[src/hw/rtl/elevator_car_dispatcher_defines.svh]
// Assertion macros shared by the elevator car dispatcher RTL.
`ifndef ELEVATOR_CAR_DISPATCHER_DEFINES_SVH
`define ELEVATOR_CAR_DISPATCHER_DEFINES_SVH

// Same-cycle implication, disabled while reset is asserted.
`define ECD_ASSERT_IMP(label, clk, rst_n, ante, cons) \
  label: assert property (@(posedge clk) disable iff (!rst_n) (ante) |-> (cons)) \
    else $error("ecd assertion failed");

// Next-cycle implication, disabled while reset is asserted.
`define ECD_ASSERT_NXT(label, clk, rst_n, ante, cons) \
  label: assert property (@(posedge clk) disable iff (!rst_n) (ante) |=> (cons)) \
    else $error("ecd assertion failed");

`endif

[src/hw/rtl/ecd_pkg.sv]
// Package: types, constants and microcode ROM of the elevator car dispatcher.
package ecd_pkg;

  localparam int NumCars = 4;
  localparam int FloorW  = 8;
  localparam int CarW    = 2;
  localparam int MaskW   = 4;
  localparam int PcW     = 3;
  localparam logic [FloorW-1:0] TopFloorReset = 8'd10;

  typedef enum logic [1:0] {
    ST_ASSIGNED = 2'd0,
    ST_SERVED   = 2'd1,
    ST_REJECTED = 2'd2,
    ST_TICK     = 2'd3
  } status_e;

  typedef enum logic [1:0] {
    HEAD_IDLE = 2'd0,
    HEAD_UP   = 2'd1,
    HEAD_DOWN = 2'd2
  } heading_e;

  typedef enum logic [2:0] {
    OP_FETCH,
    OP_NOP,
    OP_SCAN,
    OP_ASSIGN,
    OP_REJECT,
    OP_STEP,
    OP_EMIT
  } op_e;

  typedef enum logic [2:0] {
    COND_ALWAYS,
    COND_NO_IN,
    COND_TICK,
    COND_BAD,
    COND_MORE,
    COND_OUT_BUSY
  } cond_e;

  typedef struct packed {
    op_e              op;
    cond_e            cond;
    logic [PcW-1:0]   target;
  } ucode_t;

  typedef struct packed {
    logic in_valid;
    logic tick;
    logic bad;
    logic out_busy;
  } flags_t;

  localparam logic [PcW-1:0] PcFetch  = 3'd0;
  localparam logic [PcW-1:0] PcReject = 3'd5;
  localparam logic [PcW-1:0] PcStep   = 3'd6;
  localparam logic [PcW-1:0] PcScan   = 3'd3;
  localparam logic [PcW-1:0] PcEmit   = 3'd7;

  // Untaken jump falls through to pc + 1; pc wraps from emit back to fetch.
  function automatic ucode_t ucode_rom(logic [PcW-1:0] pc);
    ucode_t w;
    case (pc)
      3'd0:    w = '{op: OP_FETCH,  cond: COND_NO_IN,    target: PcFetch};
      3'd1:    w = '{op: OP_NOP,    cond: COND_TICK,     target: PcStep};
      3'd2:    w = '{op: OP_NOP,    cond: COND_BAD,      target: PcReject};
      3'd3:    w = '{op: OP_SCAN,   cond: COND_MORE,     target: PcScan};
      3'd4:    w = '{op: OP_ASSIGN, cond: COND_ALWAYS,   target: PcEmit};
      3'd5:    w = '{op: OP_REJECT, cond: COND_ALWAYS,   target: PcEmit};
      3'd6:    w = '{op: OP_STEP,   cond: COND_MORE,     target: PcStep};
      3'd7:    w = '{op: OP_EMIT,   cond: COND_OUT_BUSY, target: PcEmit};
      default: w = '{op: OP_FETCH,  cond: COND_NO_IN,    target: PcFetch};
    endcase
    return w;
  endfunction

endpackage

[src/hw/rtl/ecd_req_if.sv]
// Interface: request channel (mode, floor) with valid/ready.
interface ecd_req_if
  import ecd_pkg::*;
();
  logic              valid;
  logic              ready;
  logic              mode;
  logic [FloorW-1:0] floor;

  modport source (output valid, mode, floor, input ready);
  modport sink   (input valid, mode, floor, output ready);
endinterface

[src/hw/rtl/ecd_rsp_if.sv]
// Interface: result channel with valid/ready.
interface ecd_rsp_if
  import ecd_pkg::*;
();
  logic              valid;
  logic              ready;
  logic [1:0]        status;
  logic [CarW-1:0]   car;
  logic [FloorW-1:0] distance;
  logic [MaskW-1:0]  arrived_mask;
  logic [MaskW-1:0]  busy_mask;

  modport source (output valid, status, car, distance, arrived_mask, busy_mask, input ready);
  modport sink   (input valid, status, car, distance, arrived_mask, busy_mask, output ready);
endinterface

[src/hw/rtl/ecd_sequencer.sv]
// Microcode sequencer: program counter, ROM lookup, car counter, jumps.
`include "elevator_car_dispatcher_defines.svh"

module ecd_sequencer
  import ecd_pkg::*;
#(
  parameter int NUM_CARS = NumCars,
  localparam int CntW = (NUM_CARS > 1) ? $clog2(NUM_CARS) : 1
) (
  input  logic            clk_i,
  input  logic            rst_ni,
  input  flags_t          flags_i,
  output ucode_t          ctrl_o,
  output logic [CntW-1:0] cnt_o
);

  localparam logic [CntW-1:0] CntLast = CntW'(NUM_CARS - 1);

  logic [PcW-1:0]  pc_q, pc_d;
  logic [CntW-1:0] cnt_q, cnt_d;
  ucode_t          uw;
  logic            more;
  logic            take;

  assign uw   = ucode_rom(pc_q);
  assign more = (cnt_q != CntLast);

  always_comb begin
    case (uw.cond)
      COND_ALWAYS:   take = 1'b1;
      COND_NO_IN:    take = !flags_i.in_valid;
      COND_TICK:     take = flags_i.tick;
      COND_BAD:      take = flags_i.bad;
      COND_MORE:     take = more;
      COND_OUT_BUSY: take = flags_i.out_busy;
      default:       take = 1'b0;
    endcase
  end

  always_comb begin
    pc_d  = take ? uw.target : pc_q + PcW'(1);
    cnt_d = cnt_q;
    case (uw.op)
      OP_FETCH:         cnt_d = '0;
      OP_SCAN, OP_STEP: if (more) cnt_d = cnt_q + CntW'(1);
      default:          cnt_d = cnt_q;
    endcase
  end

  always_ff @(posedge clk_i or negedge rst_ni) begin
    if (!rst_ni) begin
      pc_q  <= PcFetch;
      cnt_q <= '0;
    end else begin
      pc_q  <= pc_d;
      cnt_q <= cnt_d;
    end
  end

  assign ctrl_o = uw;
  assign cnt_o  = cnt_q;

  `ECD_ASSERT_IMP(a_cnt_range, clk_i, rst_ni, 1'b1, cnt_q <= CntLast)
  `ECD_ASSERT_NXT(a_fetch_clears, clk_i, rst_ni, uw.op == OP_FETCH, cnt_q == '0)

endmodule

[src/hw/rtl/ecd_datapath.sv]
// Datapath: car registers, nearest-car scan, tick stepping, result register.
`include "elevator_car_dispatcher_defines.svh"

module ecd_datapath
  import ecd_pkg::*;
#(
  parameter int NUM_CARS = NumCars,
  localparam int CntW = (NUM_CARS > 1) ? $clog2(NUM_CARS) : 1
) (
  input  logic              clk_i,
  input  logic              rst_ni,
  input  ucode_t            ctrl_i,
  input  logic [CntW-1:0]   cnt_i,
  output flags_t            flags_o,
  input  logic              cfg_we_i,
  input  logic [FloorW-1:0] cfg_wdata_i,
  ecd_req_if.sink           req_i,
  ecd_rsp_if.source         rsp_o
);

  logic [FloorW-1:0] pos_q  [NUM_CARS];
  logic [FloorW-1:0] pos_d  [NUM_CARS];
  logic [FloorW-1:0] goal_q [NUM_CARS];
  logic [FloorW-1:0] goal_d [NUM_CARS];
  heading_e          head_q [NUM_CARS];
  heading_e          head_d [NUM_CARS];

  logic [FloorW-1:0] top_q;
  logic              mode_q, mode_d;
  logic [FloorW-1:0] floor_q, floor_d;
  logic [CntW-1:0]   best_q, best_d;
  logic [FloorW:0]   key_q, key_d;
  logic [FloorW-1:0] bpos_q, bpos_d;
  status_e           st_q, st_d;
  logic [CarW-1:0]   rcar_q, rcar_d;
  logic [FloorW-1:0] rdist_q, rdist_d;
  logic [MaskW-1:0]  arr_q, arr_d;

  logic              ovalid_q, ovalid_d;
  status_e           ost_q;
  logic [CarW-1:0]   ocar_q;
  logic [FloorW-1:0] odist_q;
  logic [MaskW-1:0]  oarr_q, obusy_q;

  logic [FloorW-1:0] cpos, cgoal, cdist, npos;
  heading_e          chead;
  logic [FloorW:0]   ckey;
  logic [MaskW-1:0]  busy;
  logic              accept, emit, any_idle;

  assign cpos  = pos_q[cnt_i];
  assign cgoal = goal_q[cnt_i];
  assign chead = head_q[cnt_i];
  assign cdist = (cpos > floor_q) ? cpos - floor_q : floor_q - cpos;
  assign ckey  = {chead != HEAD_IDLE, cdist};

  always_comb begin
    case (chead)
      HEAD_UP:   npos = cpos + FloorW'(1);
      HEAD_DOWN: npos = cpos - FloorW'(1);
      default:   npos = cpos;
    endcase
  end

  for (genvar i = 0; i < MaskW; i++) begin : g_busy
    if (i < NUM_CARS) begin : g_on
      assign busy[i] = (goal_q[i] != '0);
    end else begin : g_off
      assign busy[i] = 1'b0;
    end
  end

  always_comb begin
    any_idle = 1'b0;
    for (int i = 0; i < NUM_CARS; i++) begin
      if (head_q[i] == HEAD_IDLE) any_idle = 1'b1;
    end
  end

  assign accept = (ctrl_i.op == OP_FETCH) && req_i.valid;
  assign emit   = (ctrl_i.op == OP_EMIT) && (!ovalid_q || rsp_o.ready);

  assign flags_o.in_valid = req_i.valid;
  assign flags_o.tick     = mode_q;
  assign flags_o.bad      = (floor_q == '0) || (floor_q > top_q);
  assign flags_o.out_busy = ovalid_q && !rsp_o.ready;

  always_comb begin
    pos_d   = pos_q;
    goal_d  = goal_q;
    head_d  = head_q;
    mode_d  = mode_q;
    floor_d = floor_q;
    best_d  = best_q;
    key_d   = key_q;
    bpos_d  = bpos_q;
    st_d    = st_q;
    rcar_d  = rcar_q;
    rdist_d = rdist_q;
    arr_d   = arr_q;
    case (ctrl_i.op)
      OP_FETCH: begin
        if (accept) begin
          mode_d  = req_i.mode;
          floor_d = req_i.floor;
          st_d    = ST_TICK;
          rcar_d  = '0;
          rdist_d = '0;
          arr_d   = '0;
        end
      end
      OP_SCAN: begin
        if (cnt_i == '0 || ckey < key_q) begin
          best_d = cnt_i;
          key_d  = ckey;
          bpos_d = cpos;
        end
      end
      OP_ASSIGN: begin
        rcar_d  = CarW'(best_q);
        rdist_d = key_q[FloorW-1:0];
        goal_d[best_q] = floor_q;
        if (floor_q > bpos_q) begin
          head_d[best_q] = HEAD_UP;
          st_d = ST_ASSIGNED;
        end else if (floor_q < bpos_q) begin
          head_d[best_q] = HEAD_DOWN;
          st_d = ST_ASSIGNED;
        end else begin
          goal_d[best_q] = '0;
          head_d[best_q] = HEAD_IDLE;
          st_d = ST_SERVED;
        end
      end
      OP_REJECT: st_d = ST_REJECTED;
      OP_STEP: begin
        if (cgoal == '0) begin
          head_d[cnt_i] = HEAD_IDLE;
        end else begin
          pos_d[cnt_i] = npos;
          if (npos == cgoal) begin
            goal_d[cnt_i] = '0;
            head_d[cnt_i] = HEAD_IDLE;
            for (int i = 0; i < MaskW; i++) begin
              if (int'(cnt_i) == i) arr_d[i] = 1'b1;
            end
          end
        end
      end
      default: ;
    endcase
  end

  always_comb begin
    ovalid_d = ovalid_q;
    if (emit) ovalid_d = 1'b1;
    else if (rsp_o.ready) ovalid_d = 1'b0;
  end

  always_ff @(posedge clk_i or negedge rst_ni) begin
    if (!rst_ni) begin
      for (int i = 0; i < NUM_CARS; i++) begin
        pos_q[i]  <= FloorW'(1);
        goal_q[i] <= '0;
        head_q[i] <= HEAD_IDLE;
      end
      top_q    <= TopFloorReset;
      ovalid_q <= 1'b0;
    end else begin
      pos_q    <= pos_d;
      goal_q   <= goal_d;
      head_q   <= head_d;
      ovalid_q <= ovalid_d;
      if (cfg_we_i) top_q <= cfg_wdata_i;
    end
  end

  always_ff @(posedge clk_i) begin
    mode_q  <= mode_d;
    floor_q <= floor_d;
    best_q  <= best_d;
    key_q   <= key_d;
    bpos_q  <= bpos_d;
    st_q    <= st_d;
    rcar_q  <= rcar_d;
    rdist_q <= rdist_d;
    arr_q   <= arr_d;
    if (emit) begin
      ost_q   <= st_q;
      ocar_q  <= rcar_q;
      odist_q <= rdist_q;
      oarr_q  <= arr_q;
      obusy_q <= busy;
    end
  end

  assign req_i.ready        = (ctrl_i.op == OP_FETCH);
  assign rsp_o.valid        = ovalid_q;
  assign rsp_o.status       = ost_q;
  assign rsp_o.car          = ocar_q;
  assign rsp_o.distance     = odist_q;
  assign rsp_o.arrived_mask = oarr_q;
  assign rsp_o.busy_mask    = obusy_q;

  `ECD_ASSERT_IMP(a_rise_on_emit, clk_i, rst_ni, $rose(ovalid_q),
                  $past(ctrl_i.op == OP_EMIT))
  `ECD_ASSERT_IMP(a_idle_first, clk_i, rst_ni, (ctrl_i.op == OP_ASSIGN) && any_idle,
                  !key_q[FloorW])
  `ECD_ASSERT_IMP(a_tick_fields, clk_i, rst_ni, (ctrl_i.op == OP_EMIT) && (st_q == ST_TICK),
                  (rcar_q == '0) && (rdist_q == '0))

endmodule

[src/hw/rtl/elevator_car_dispatcher.sv]
// Elevator car dispatcher top level.
//
// Channels: req_i carries one transaction per floor request (mode 0) or time
// tick (mode 1); rsp_o returns exactly one result transaction for each.
// Config: cfg_we_i writes cfg_wdata_i into top_floor (reset 10); write only
// while no transaction is in flight.
// A short microprogram steps a single datapath. Each in-range floor request
// or tick walks the cars one per cycle with a shared compare/step unit; a
// rejected floor (0 or above top_floor) skips the walk. One transaction is
// worked at a time; the next is accepted the cycle after the result is loaded.
// The result sits in an output register; a stalled receiver holds it and
// the sequencer waits in its emit step until the register frees up.
// Reset: every car at floor 1, no goal, idle; top_floor back to 10; the
// sequencer returns to its fetch step with no result pending.
module elevator_car_dispatcher
  import ecd_pkg::*;
#(
  parameter int NUM_CARS = NumCars
) (
  input  logic              clk_i,
  input  logic              rst_ni,
  ecd_req_if.sink           req_i,
  ecd_rsp_if.source         rsp_o,
  input  logic              cfg_we_i,
  input  logic [FloorW-1:0] cfg_wdata_i
);

  localparam int CntW = (NUM_CARS > 1) ? $clog2(NUM_CARS) : 1;

  ucode_t          ctrl;
  flags_t          flags;
  logic [CntW-1:0] cnt;

  ecd_sequencer #(
    .NUM_CARS (NUM_CARS)
  ) u_seq (
    .clk_i   (clk_i),
    .rst_ni  (rst_ni),
    .flags_i (flags),
    .ctrl_o  (ctrl),
    .cnt_o   (cnt)
  );

  ecd_datapath #(
    .NUM_CARS (NUM_CARS)
  ) u_dp (
    .clk_i       (clk_i),
    .rst_ni      (rst_ni),
    .ctrl_i      (ctrl),
    .cnt_i       (cnt),
    .flags_o     (flags),
    .cfg_we_i    (cfg_we_i),
    .cfg_wdata_i (cfg_wdata_i),
    .req_i       (req_i),
    .rsp_o       (rsp_o)
  );

endmodule
[src/flat_wrapper.sv]
// flat-port wrapper written by rule: the top's interface ports become plain ports
module elevator_car_dispatcher_flat import ecd_pkg::*;
#(
  parameter int NUM_CARS = NumCars
)
  (clk_i, rst_ni, cfg_we_i, cfg_wdata_i, req_i_valid, req_i_mode, req_i_floor, req_i_ready, rsp_o_valid, rsp_o_status, rsp_o_car, rsp_o_distance, rsp_o_arrived_mask, rsp_o_busy_mask, rsp_o_ready);
  ecd_req_if req_i_i ();
  ecd_rsp_if rsp_o_i ();
  input  logic clk_i;
  input  logic rst_ni;
  input  logic cfg_we_i;
  input  logic [FloorW-1:0] cfg_wdata_i;
  input wire logic [$bits(req_i_i.valid)-1:0] req_i_valid;
  input wire logic [$bits(req_i_i.mode)-1:0] req_i_mode;
  input wire logic [$bits(req_i_i.floor)-1:0] req_i_floor;
  output wire logic [$bits(req_i_i.ready)-1:0] req_i_ready;
  output wire logic [$bits(rsp_o_i.valid)-1:0] rsp_o_valid;
  output wire logic [$bits(rsp_o_i.status)-1:0] rsp_o_status;
  output wire logic [$bits(rsp_o_i.car)-1:0] rsp_o_car;
  output wire logic [$bits(rsp_o_i.distance)-1:0] rsp_o_distance;
  output wire logic [$bits(rsp_o_i.arrived_mask)-1:0] rsp_o_arrived_mask;
  output wire logic [$bits(rsp_o_i.busy_mask)-1:0] rsp_o_busy_mask;
  input wire logic [$bits(rsp_o_i.ready)-1:0] rsp_o_ready;
  assign req_i_i.valid = req_i_valid;
  assign req_i_i.mode = req_i_mode;
  assign req_i_i.floor = req_i_floor;
  assign req_i_ready = req_i_i.ready;
  assign rsp_o_valid = rsp_o_i.valid;
  assign rsp_o_status = rsp_o_i.status;
  assign rsp_o_car = rsp_o_i.car;
  assign rsp_o_distance = rsp_o_i.distance;
  assign rsp_o_arrived_mask = rsp_o_i.arrived_mask;
  assign rsp_o_busy_mask = rsp_o_i.busy_mask;
  assign rsp_o_i.ready = rsp_o_ready;
  elevator_car_dispatcher #(.NUM_CARS(NUM_CARS)) u_core (.clk_i(clk_i), .rst_ni(rst_ni), .req_i(req_i_i), .rsp_o(rsp_o_i), .cfg_we_i(cfg_we_i), .cfg_wdata_i(cfg_wdata_i));
endmodule
[config.mk]
export PLATFORM = sky130hd
export DESIGN_NAME = elevator_car_dispatcher_flat
export DESIGN_NICKNAME = d
export VERILOG_FILES = /design/src/hw/rtl/ecd_pkg.sv /design/src/hw/rtl/ecd_req_if.sv /design/src/hw/rtl/ecd_rsp_if.sv /design/src/hw/rtl/ecd_sequencer.sv /design/src/hw/rtl/ecd_datapath.sv /design/src/hw/rtl/elevator_car_dispatcher.sv /design/src/flat_wrapper.sv
export VERILOG_INCLUDE_DIRS = /design/src /design/src/hw/rtl
export SDC_FILE = /design/constraint.sdc
export NUM_CORES = 1
export LEC_CHECK = 0
export BUFFER_PORTS_ARGS = -buffer_cell sky130_fd_sc_hd__buf_2
export CAP_MARGIN = 10
export CORE_MARGIN = 2
export CORE_UTILIZATION = 42
export CTS_BUF_LIST = sky130_fd_sc_hd__clkbuf_4 sky130_fd_sc_hd__clkbuf_8
export DETAILED_ROUTE_END_ITERATION = 12
export GPL_TIMING_DRIVEN = 0
export PLACE_DENSITY = 0.59
export SLEW_MARGIN = 0
export SYNTH_ARGS = -nofsm -noshare
export SYNTH_HDL_FRONTEND = slang
export SYNTH_HIERARCHICAL = 1
export SYNTH_SLANG_ARGS = --single-unit
export TNS_END_PERCENT = 100
[constraint.sdc]
create_clock -name clk_i -period 6 [get_ports clk_i]
set_clock_uncertainty 0.1 [all_clocks]
set_input_delay 1.2 -clock clk_i [delete_from_list [all_inputs] [get_ports clk_i]]
set_output_delay 1.2 -clock clk_i [all_outputs]
set_load 0.02 [all_outputs]
==> results.txt <==
status: completed
GRT Resource Usage Total: 20.71%
Hold WC Path Type: reg -> reg
Pre-antenna DRT Iters: 5
FMAX: 0.1763 GHz
RD Place Congestion: 0.8555
post-CTS sizing: 2
worst reg2reg path depth: 14
post-place setup slack: -0.1399 ns
Root Driver: clkbuf_8
# clock sinks: 150
worst slew pin tran: 1.205 ns
Final ANT Viol Nets: 0
final setup margin: 0.3274 ns
clock latency at the later pin of the worst-skew pair: 0.47 ns
arrival time at the worst endpoint: 5.75 ns
hold depth: 0
r2r startpoint: u_core/u_seq/cnt_o[1]
Final #Nets: 891
max cap viols: 0
Final period util: 94.54%
relative slew slack: 18.62%
Synth Cell Area: 8273 µm²
TritonCTS Buffers: 17
DRT Wirelength: 20.33 mm
fin util: 47.74%
Final min period: 5.673 ns
hold worst-path end: u_core/u_dp/rsp_o.arrived_mask[3]
row count: 51
Hold Slack: 0.3227 ns
Syn. warnings: 6
layout cell share with drive strength beyond 1: 18.86%
required time of the critical path: 6.08 ns
setup slack, reg-to-reg: 0.33 ns
clock slew at reported path FFs: 0.08 ns
post-synth net total: 827
DPL Wire Length: 15.26 mm
H-tree levels: 4
first-pass GRT wire length: 32.62 mm
antenna diode count: 0
IO Pins: 44
Starting Density: 42.65%
Min-Delay Startpoint: u_core/u_dp/arr_q[3]
First DRT Iteration DRCs: 529
Syn-to-layout area delta: 11.95%
DR vias/cell: 5.609
unrepaired setup endpoints after global routing: false
CTS tree: built
Crit. End Element: register
DIE HEIGHT: 144.3 µm
Hold-fix buffers, CTS: 0
Final Hold Fails: 0
initial antenna violation count: 0
Filler cells: 1824
Die W: 144.3 µm
final setup fails: 0
CP max FO: 10
vias in the first global route: 6114
CORE AREA: 19400 µm²
Post-CTS Setup Inserts: 0
largest net degree at the start of global routing: 53
Final Slew Violations: 0
crit start category: register
Clock Path Buffers: 2
Overflow after GRT: 0
via count: 6125
Die ar.: 20840 µm²
Worst Setup Path Type: reg -> reg
Syn Inst Count: 750
worst r2r dst: u_core/u_dp/arr_q[1]
port bufs: 43
mean routed wirelength per cell: 18.62 µm
Mean Syn Cell Area: 11.03 µm²
# DRC: 0
[flip-flops by register name, summed over array words and instances (netlist names), 3 cells and up, named ones only]
register	flops
u_core/u_dp/key_q	9
u_core/u_dp/bpos_q	8
u_core/u_dp/rsp_o.arrived_mask	4
u_core/u_dp/goal_q	32
u_core/u_dp/rsp_o.distance	8
u_core/u_dp/rsp_o.busy_mask	4
u_core/u_dp/floor_q	8
u_core/u_dp/rdist_q	8
u_core/u_seq/pc_q	3
u_core/u_dp/arr_q	4
u_core/u_dp/pos_q	32
u_core/u_dp/top_q	8
[per-layer routing]
layer / track usage (%) / share of wire (%)
met5: 0 / 0
met3: 4.669 / 5.8
met2: 34.52 / 49
met4: 6.592 / 1.8
met1: 26.93 / 43
[metrics by stage]
step / setup TNS (ns) / instances / area [µm²]
floorplan: 0 / 750 / 8273
global placement: -15.93 / 1058 / 8820
detailed placement: -1.531 / 1061 / 8889
CTS: 0 / 1093 / 9264
global route: 0 / 1092 / 9261
finish: 0 / 1092 / 9261
[worst max-delay path, stage by stage, from the launching register on]
cell	delay (ns)
dfrtp_1	0.69
clkbuf_2	0.39
clkbuf_1	0.49
mux4_2	0.38
inv_1	0.09
ha_1	0.40
ha_1	0.37
a21oi_1	0.29
o21ai_0	0.22
a21oi_1	0.20
mux2_2	0.37
or3_1	0.32
a2111o_1	0.54
o21ai_1	0.30
and3_1	0.23
[how the worst max path moves through the flow]
stage,startpoint,cells past startpoint,to
2_1_floorplan,u_core/u_seq/cnt_o[0],18,u_core/u_dp/best_q[0]
3_3_place_gp,u_core/u_seq/cnt_o[1],17,u_core/u_dp/best_q[0]
3_5_place_dp,u_core/u_seq/cnt_o[1],18,u_core/u_dp/best_q[0]
4_1_cts,u_core/u_seq/cnt_o[0],19,u_core/u_dp/bpos_q[7]
5_1_grt,u_core/u_seq/cnt_o[1],14,u_core/u_dp/arr_q[1]
6_report,u_core/u_seq/cnt_o[1],14,u_core/u_dp/arr_q[1]
[placed cells by master, fill, tap and decap left out, types with 5 or more instances in the layout]
master / n
dfrtp_1: 80
a22oi_1: 29
inv_1: 58
o22ai_1: 10
a21oi_1: 39
and3_1: 7
nor2_2: 5
nand2b_1: 13
xnor2_1: 10
nor3_1: 5
mux4_2: 18
nand4_1: 7
nor4_1: 13
xor2_1: 6
mux2i_1: 5
nor2b_1: 7
nand2_1: 71
ha_1: 52
nor2_1: 42
o21ai_1: 15
buf_2: 43
nand3_1: 9
o21ai_0: 44
clkbuf_8: 17
mux2_2: 24
buf_4: 7
clkbuf_1: 18
dfstp_2: 6
a21o_1: 8
o21a_1: 9
edfxtp_1: 64
[layout make-up]
cell class | instances | area, µm² | area share [%]
Multi-Input combinational cell | 511 | 3844 | 41.50
Clock buffer | 18 | 241.5 | 2.607
Inverter | 59 | 222.7 | 2.405
Clock inverter | 14 | 123.9 | 1.337
Tap cell | 265 | 331.6 | 3.580
Buffer | 29 | 141.4 | 1.527
Sequential cell | 150 | 4081 | 44.07
Timing Repair Buffer | 46 | 275.3 | 2.972
Power is left out: the tool's default activity adds up to more than one toggle a clock period on the data nets, which glitch-free logic cannot reach.
